==> src/hdl/rc4x_pkg.sv <==
// ----------------------------------------------------------------------------
// rc4x_pkg
// shared types and constants of the rc4 / xor stream cipher unit
// ----------------------------------------------------------------------------
package rc4x_pkg;

   typedef logic [7:0] byte_type;

   // status of the iterative remainder unit
   typedef struct packed {
      logic busy;
      logic done;
   } mod_status_type;

   // configuration register indexes
   localparam logic [1:0] CSR_CIPHER_MODE  = 2'd0;
   localparam logic [1:0] CSR_KEY_LENGTH   = 2'd1;
   localparam logic [1:0] CSR_START_OFFSET = 2'd2;

   localparam byte_type BYTE_LAST = 8'hFF;

endpackage

==> src/hdl/rc4x_mod_unit.sv <==
// ----------------------------------------------------------------------------
// rc4x_mod_unit
// restoring remainder unit, one dividend bit per cycle
// ----------------------------------------------------------------------------
module rc4x_mod_unit import rc4x_pkg::*; #(
   parameter int OB = 32,
   parameter int LW = 9
) (
   input  logic           clock,
   input  logic           reset,
   input  logic           start,
   input  logic [OB-1:0]  dividend,
   input  logic [LW-1:0]  divisor,
   output mod_status_type status,
   output logic [LW-1:0]  remainder
);

   localparam int CW = $clog2(OB + 1);

   logic          busy_ff, busy_in;
   logic          done_ff, done_in;
   logic [CW-1:0] cnt_ff, cnt_in;
   logic [OB-1:0] quo_ff, quo_in;
   logic [LW-1:0] dsr_ff, dsr_in;
   logic [LW-1:0] rem_ff, rem_in;
   logic [LW:0]   trial;

   always_comb begin
      busy_in = busy_ff;
      done_in = 1'b0;
      cnt_in  = cnt_ff;
      quo_in  = quo_ff;
      dsr_in  = dsr_ff;
      rem_in  = rem_ff;
      trial   = {rem_ff, quo_ff[OB-1]};
      if (start) begin
         busy_in = 1'b1;
         cnt_in  = CW'(OB);
         quo_in  = dividend;
         dsr_in  = divisor;
         rem_in  = '0;
      end else if (busy_ff) begin
         // remainder stays below the divisor, so one subtract per bit
         if (trial >= {1'b0, dsr_ff}) begin
            rem_in = LW'(trial - {1'b0, dsr_ff});
         end else begin
            rem_in = LW'(trial);
         end
         quo_in = {quo_ff[OB-2:0], 1'b0};
         cnt_in = cnt_ff - CW'(1);
         if (cnt_ff == CW'(1)) begin
            busy_in = 1'b0;
            done_in = 1'b1;
         end
      end
   end

   always_ff @(posedge clock) begin
      if (reset) begin
         busy_ff <= 1'b0;
         done_ff <= 1'b0;
         cnt_ff  <= '0;
      end else begin
         busy_ff <= busy_in;
         done_ff <= done_in;
         cnt_ff  <= cnt_in;
      end
      quo_ff <= quo_in;
      dsr_ff <= dsr_in;
      rem_ff <= rem_in;
   end

   assign status.busy = busy_ff;
   assign status.done = done_ff;
   assign remainder   = rem_ff;

endmodule

==> config.mk <==
export PLATFORM = sky130hd
export DESIGN_NAME = rc4x_mod_unit
export DESIGN_NICKNAME = d
export VERILOG_FILES = /design/src/hdl/rc4x_pkg.sv /design/src/hdl/rc4x_mod_unit.sv
export SDC_FILE = /design/constraint.sdc
export NUM_CORES = 1
export LEC_CHECK = 0
export BUFFER_PORTS_ARGS = -buffer_cell sky130_fd_sc_hd__buf_2
export CORE_MARGIN = 8
export CORE_UTILIZATION = 55
export DETAILED_ROUTE_END_ITERATION = 10
export HOLD_SLACK_MARGIN = 0.12
export PLACE_DENSITY = 0.91
export SETUP_SLACK_MARGIN = 0.4
export SLEW_MARGIN = 20
export SYNTH_ARGS = -nofsm -noshare
export SYNTH_HDL_FRONTEND = slang
export SYNTH_SLANG_ARGS = --single-unit
==> constraint.sdc <==
create_clock -name clock -period 2.6 [get_ports clock]
set_clock_uncertainty 0.15 [all_clocks]
set_input_delay 0.65 -clock clock [delete_from_list [all_inputs] [get_ports clock]]
set_output_delay 0.65 -clock clock [all_outputs]
set_load 0.02 [all_outputs]
==> impl_results.md, run 1 <==
* Cell taking the most area after synthesis: edfxtp_1
* Post-layout minimum cycle time at 2310 ps
* Leak pwr at 1.46 nW
* P_sw at 683 µW
* TritonCTS clock tree: built
* Largest family of logic cells by synthesized area: multiplexers
* Multiplexer area fraction after synthesis at 0.145
* Launching point of the worst reg2reg path: quo_ff[31]
* Synthesized flop and latch total at 58
* WL final at 6450 µm
* Register-to-Register Path Depth at 10
* Post-Synth XOR/XNOR Area at 0.0278
* Period utilisation layout at 0.890
* Min Hold Slack at 341 ps
* Largest net degree at the start of global routing at 42
* Syn Inst Count at 226
* Seq/Total Area, Yosys at 0.555
* Ys async rst share at 0
* Max Freq at 0.432 GHz
* Peak supply drop at 0.000420 V
* Port bufs at 54
* Post-DP HPWL at 4170 µm
* Arr. time, crit path at 2410 ps
* Yosys warns at 0
* CTS clock-pin slew for the worst setup and hold paths at 70 ps
* Reg power frac at 0.462
* Reg2reg end: remainder[0]
* Setup TNS at 0 ps
* CP startpoint: quo_ff[31]
* Post-Syn Nets at 282
* Pre-Repair DR Iteration Count at 5
* Final Slew Violations at 0
* Die Wd at 87.8 µm
* HP Class: reg2reg
* CP Max Fanout at 3
* Crit Path Category: reg2reg
* # DRC at 0
* Vias in the first global route at 2003
* IO Pins at 55
* Max-cap viol count at 0
* Critical path required time at 2700 ps
* Clk Tree Root Cell: clkbuf_8
* Synth top area share at 0.434
* Average cell area after synthesis at 12.5 µm²
* Cell family with most CP delay: adder cells
* Simple-gate share of the synthesized area at 0.0830
* NumNets Final at 347
* Final setup viols at 0
* DRT iter0 DRCs at 112
* Layout cells sized above 1 at 0.483
* Initial antenna violation count at 0
* Most frequent cells in the layout: buf_2, edfxtp_1, mux2_2
* Reg2reg setup slack at 290 ps
* Non-Filler Instances at 366
* CTS H-tree lvls at 3
* Area grow syn2layout at 25.4%
* Crit path capture type: flop
* Comb power frac at 0.212
* DR vias at 1997
* Critical path buffers and inverters at 3
* Cell area power density at 696 nW/µm²
* Total placed cells including tap cells at 343
* Wire length per cell at 17.6 µm
* Status: complete, no violations
* Fillers at 348
* Worst Setup Slack, final at 286 ps
* Endpoints failing hold at 0
* CP max stage cell: edfxtp_1
* Clock net sink count at 58
* Synth Cell Area at 2830 µm²
* Number of synthesized flops with an enable pin at 41
* Cts hold-fix bufs at 0
* Critical path capture point: remainder[0]
* Max stage delay on crit path at 420 ps
* Synth Area in Compound Gates at 0.0914
* CP Cell Sequence: inv_2, ha_4, inv_2, fa_2, a21oi_4, a211oi_2, nor3_2, buf_4, mux2_4, a211oi_2
* Initial Utilization at 0.562
* Die Ht at 87.8 µm
* Grt total ovfl at 0
* Latest clock arrival within the worst-skew pair at 330 ps
* Drt via density at 5.46
* Pwr Total at 2.47 mW
* Most frequently used flop master after synthesis: edfxtp_1
* RSZ-0062 raised after global routing: true
* Clock power share at 0.326
* RePlAce Congestion at 0.842
* CP Launch Type: flop
* Diode count at 0
* # rows at 26
* Pint at 1.79 mW
* Worst slew pin tran at 496 ps
* Post-Place Worst Slack at 243 ps
* Post-synthesis adder-cell area fraction at 0.0556
* Post-synthesis cell type count at 44
* Detail Route Antenna Nets at 0
* CORE AREA at 5040 µm²
* Total GRT Usage at 0.164
* Max-slew headroom at 0.669
* Longest Clk Path Bufs at 2
* Sw Share at 0.276
* Global-route wire length before repair at 9470 µm
* Main area contributors after synthesis: edfxtp_1, mux2_2, dfxtp_1
* Commonest non-fill, non-tap cell in the layout: buf_2
* Crit path depth at 10
* Inserted Clock Buffers at 9
* Die area at 7710 µm²
-- sequential cells by signal, indices dropped and copies added (netlist names) --
name       flops
dsr_ff         9
remainder      9
cnt_ff         6
busy_ff        1
done_ff        1
quo_ff        32
-- power groups by stage --
stage,registers (mW),logic (mW),clock network (mW)
after floorplan,1.15,0.300,0
after global placement,1.15,0.406,0
after detailed placement,1.15,0.424,0
after CTS,1.14,0.460,0.816
after global routing,1.15,0.564,0.864
final,1.14,0.524,0.807
-- kinds of logic (layout without fill, tap and decap cells) --
| kind of cell | count (synthesis) | count (layout) |
|---|---|---|
| AO/OA/AOI/OAI | 34 | 34 |
| flip-flops | 58 | 58 |
| buffers and inverters | 28 | 98 |
| XOR/XNOR | 9 | 9 |
| multiplexers | 37 | 37 |
| AND/OR/NAND/NOR | 48 | 48 |
| adder cells (fa/ha/maj) | 12 | 12 |
-- cell type report --
cell class	instances	area (µm²)	share of cell area
clock buffer	9	124	0.0348
clock inverter	7	70.1	0.0197
sequential	58	1570	0.443
multi-input combinational	140	1250	0.353
tap	70	87.6	0.0246
timing repair buffer	66	384	0.108
inverter	16	60.1	0.0169
-- how the worst min path moves through the flow --
| stage | startpoint | to | depth (start not counted) |
|---|---|---|---|
| floorplan | cnt_ff[0] | cnt_ff[0] | 2 |
| global placement | cnt_ff[0] | cnt_ff[0] | 2 |
| detailed placement | cnt_ff[1] | cnt_ff[1] | 2 |
| CTS | divisor[5] | dsr_ff[5] | 1 |
| global route | divisor[3] | dsr_ff[3] | 1 |
| finish | cnt_ff[1] | cnt_ff[1] | 2 |
-- metrics by stage --
stage          utilization  cell area [µm²]
2_1_floorplan            -             2840
3_3_place_gp         0.632             3190
3_5_place_dp         0.632             3190
4_1_cts              0.684             3450
5_1_grt              0.705             3550
6_report             0.705             3550
-- worst reg2reg max path, stage by stage, from the launching register on --
cell	delay, ps
edfxtp_1	420
inv_2	110
ha_4	140
inv_2	40
fa_2	370
a21oi_4	170
a211oi_2	90
nor3_2	100
buf_4	160
mux2_4	310
a211oi_2	180
-- per-layer routing --
layer / vias to the layer above / share of wire / global-route usage
li1: 958 / - / -
met1: 947 / 0.43 / 0.192
met2: 73 / 0.49 / 0.256
met3: 19 / 0.063 / 0.0544
met4: 0 / 0.025 / 0.0953
met5: - / 0 / 0
-- cells in the mapped netlist, types with 2 or more instances --
cell      instances
a311oi_1          2
buf_4             2
a211oi_1          7
a211o_1           2
xnor2_1           4
ha_1             11
inv_1            16
mux2i_1           5
nand2b_1          2
a31o_1            2
nor2b_1           2
nand2_1           8
mux2_2           32
nor3_1            4
nand3_1           6
nor2_1           17
xor2_1            5
o21a_1            2
edfxtp_1         41
a21oi_1           8
dfxtp_1          17
a21o_1            2
clkbuf_1          8
-- what timing repair did --
action                                  in CTS  in global routing
pin swaps                                   11                  6
gates cloned                                 1                  0
buffers inserted                             3                  3
endpoints found under the setup margin       9                 10
gates resized for setup                     11                 19
Power figures use the tool's default switching activity.
==> run 2: changes to the inputs <==
--- a/config.mk
+++ b/config.mk
@@ -5,12 +5,13 @@
 export SDC_FILE = /design/constraint.sdc
 export NUM_CORES = 1
 export LEC_CHECK = 0
+export ABC_AREA = 1
 export BUFFER_PORTS_ARGS = -buffer_cell sky130_fd_sc_hd__buf_2
 export CORE_MARGIN = 8
 export CORE_UTILIZATION = 55
 export DETAILED_ROUTE_END_ITERATION = 10
 export HOLD_SLACK_MARGIN = 0.12
-export PLACE_DENSITY = 0.91
+export PLACE_DENSITY = 0.81
 export SETUP_SLACK_MARGIN = 0.4
 export SLEW_MARGIN = 20
 export SYNTH_ARGS = -nofsm -noshare
==> run 2 against run 1 <==
Net effect:
- combinational power shrank 44%
- worst setup slack gained 290 ps
- final cell count grew 35%
- synthesized area grew 6.6%
- sequential cell count is the same
- critical path depth is the same
- cell area grew 0.84%
- synthesized cell count grew 58%
- sequential share of layout area shrank 0.44 points
- critical endpoint unchanged
- largest cell class unchanged
- largest power group unchanged
- highest routed layer unchanged
==> impl_results.md, run 2 <==
* Status: complete, no violations
* NumNets Final at 473 (+36%)
* Number of synthesized flops with an enable pin at 41 (unchanged)
* Min Hold Slack at 337 ps (-4.08 ps)
* Final Slew Violations at 0 (unchanged)
* WL final at 6200 µm (-4.0%)
* Pre-Repair DR Iteration Count at 4 (-1)
* Layout cells sized above 1 at 0.237 (-0.246)
* Die Wd at 90.1 µm (+2.7%)
* Max-cap viol count at 0 (unchanged)
* # rows at 27 (+3.8%)
* Critical path required time at 2670 ps (-30 ps)
* IO Pins at 55 (unchanged)
* DR vias at 2407 (+21%)
* Diode count at 0 (unchanged)
* Period utilisation layout at 0.780 (-0.110)
* Die area at 8120 µm² (+5.4%)
* Cell area power density at 613 nW/µm² (-12%)
* RSZ-0062 raised after global routing: false
* Detail Route Antenna Nets at 0 (unchanged)
* CP Max Fanout at 4 (+1)
* Crit path capture type: flop
* Max-slew headroom at 0.738 (+0.0688)
* Post-layout minimum cycle time at 2030 ps (-286 ps)
* Initial antenna violation count at 0 (unchanged)
* Most frequently used flop master after synthesis: edfxtp_1
* RePlAce Congestion at 0.864 (+2.6%)
* Port bufs at 54 (unchanged)
* Grt total ovfl at 0 (unchanged)
* Yosys warns at 0 (unchanged)
* # DRC at 0 (unchanged)
* Inserted Clock Buffers at 9 (unchanged)
* Arr. time, crit path at 2100 ps (-310 ps)
* Vias in the first global route at 2488 (+24%)
* Reg with most FFs: quo_ff
* Total GRT Usage at 0.158 (-0.00619)
* Average cell area after synthesis at 8.49 µm² (-32%)
* Global-route wire length before repair at 10600 µm (+12%)
* Wire length per cell at 12.5 µm (-29%)
* Largest register FFs at 32 (unchanged)
* Clock net sink count at 58 (unchanged)
* Largest net degree at the start of global routing at 35 (-17%)
* Drt via density at 4.87 (-11%)
* Synth Cell Area at 3020 µm² (+6.6%)
* Longest Clk Path Bufs at 2 (unchanged)
* Leak pwr at 1.82 nW (+25%)
* Area grow syn2layout at 18.6%
* TritonCTS clock tree: built
* DRT iter0 DRCs at 152 (+36%)
* Most common cell in the netlist: nand2_1
* Clk Tree Root Cell: clkbuf_8
* CTS H-tree lvls at 3 (unchanged)
* Cts hold-fix bufs at 0 (unchanged)
* Seq/Total Area, Yosys at 0.520 (-0.0344)
* Max Freq at 0.493 GHz (+14%)
* CORE AREA at 5410 µm² (+7.2%)
* Setup TNS at 0 ps (unchanged)
* Worst slew pin tran at 393 ps (-104 ps)
* Post-synthesis cell type count at 32 (-27%)
* Initial Utilization at 0.559 (-0.00301)
* Crit Path Category: reg2reg
* Syn Inst Count at 356 (+58%)
* Peak supply drop at 0.000438 V (+4.2%)
* Endpoints failing hold at 0 (unchanged)
* Commonest non-fill, non-tap cell in the layout: nand2_1
* Ys async rst share at 0 (unchanged)
* HP Class: reg2reg
* Synth top area share at 0.407 (-0.0270)
* Post-Syn Nets at 412 (+46%)
* Most frequent cells in the layout: nand2_1, buf_2, inv_1
* Main area contributors after synthesis: edfxtp_1, nand2_1, dfxtp_1
* Final setup viols at 0 (unchanged)
* CP Launch Type: flop
* Cell taking the most area after synthesis: edfxtp_1
* Post-DP HPWL at 4510 µm (+8.0%)
* Synthesized flop and latch total at 58 (unchanged)
* Die Ht at 90.1 µm (+2.7%)
* CTS clock-pin slew for the worst setup and hold paths at 70 ps (about the same)
* Commonest cells in the netlist: nand2_1, inv_1, edfxtp_1
* Latest clock arrival within the worst-skew pair at 320 ps (about the same)
==> run 2: final timing paths <==
path                                   start      endpoint  slack, ps  cells past startpoint
worst min register to register  remainder[8]  remainder[8]        340                      2
worst min-delay path            remainder[8]  remainder[8]        340                      2
worst max-delay path              quo_ff[31]  remainder[0]        570                     10
worst max register to register    quo_ff[31]  remainder[0]        570                     10
==> run 2: metrics by stage <==
stage | worst slack (ps) | utilization | cells | cell area [µm²] | total power [mW]
2_1_floorplan | 440 | - | 356 | 3030 | 1.32
3_3_place_gp | 606 | 0.625 | 477 | 3380 | 1.40
3_5_place_dp | 545 | 0.625 | 477 | 3380 | 1.41
4_1_cts | 532 | 0.662 | 493 | 3580 | 2.21
5_1_grt | 486 | 0.663 | 494 | 3580 | 2.31
6_report | 573 | 0.663 | 494 | 3580 | 2.20
==> run 2: cells by family after synthesis <==
| family | Yosys count | share of synthesized area |
|---|---|---|
| AND/OR/NAND/NOR | 214 | 0.317 |
| flip-flops | 58 | 0.520 |
| buffers and inverters | 55 | 0.0725 |
| AO/OA/AOI/OAI | 13 | 0.0269 |
| adder cells (fa/ha/maj) | 12 | 0.0522 |
| XOR/XNOR | 4 | 0.0116 |
==> run 2: power by group <==
group	switching, mW	leakage [nW]	internal (mW)
Sequential	0.0300	0.556	1.08
Combinational	0.181	1.17	0.110
Clock	0.345	0.0968	0.455
Total	0.556	1.82	1.64
==> run 2: cell type report <==
cell class	count	area [µm²]
Sequential cell	58	1570
Fill cell	437	1820
Tap cell	72	90.1
Multi-Input combinational cell	244	1240
Clock inverter	3	20.0
Timing Repair Buffer	59	308
Clock buffer	13	180
Inverter	45	173
==> run 2: repair_timing <==
item                       CTS  global route
setup endpoints to repair    0             1
gates resized for setup      0             1
setup buffers                0             0
==> run 2: critical path: stages (launching register included) <==
cell      delay (ps)
edfxtp_1         350
inv_1             80
ha_1             140
inv_1             70
fa_2             390
nand3_4          120
nand3_2          130
nor2_2           250
nand2_1           90
nand3_1           90
nand2_1           60
==> run 2: per-layer routing <==
layer / wire (µm) / GRT usage / vias up
li1: - / - / 1249
met1: 2560 / 0.172 / 1065
met2: 3090 / 0.274 / 84
met3: 453 / 0.0565 / 9
met4: 96 / 0.0596 / 0
met5: 0 / 0 / -
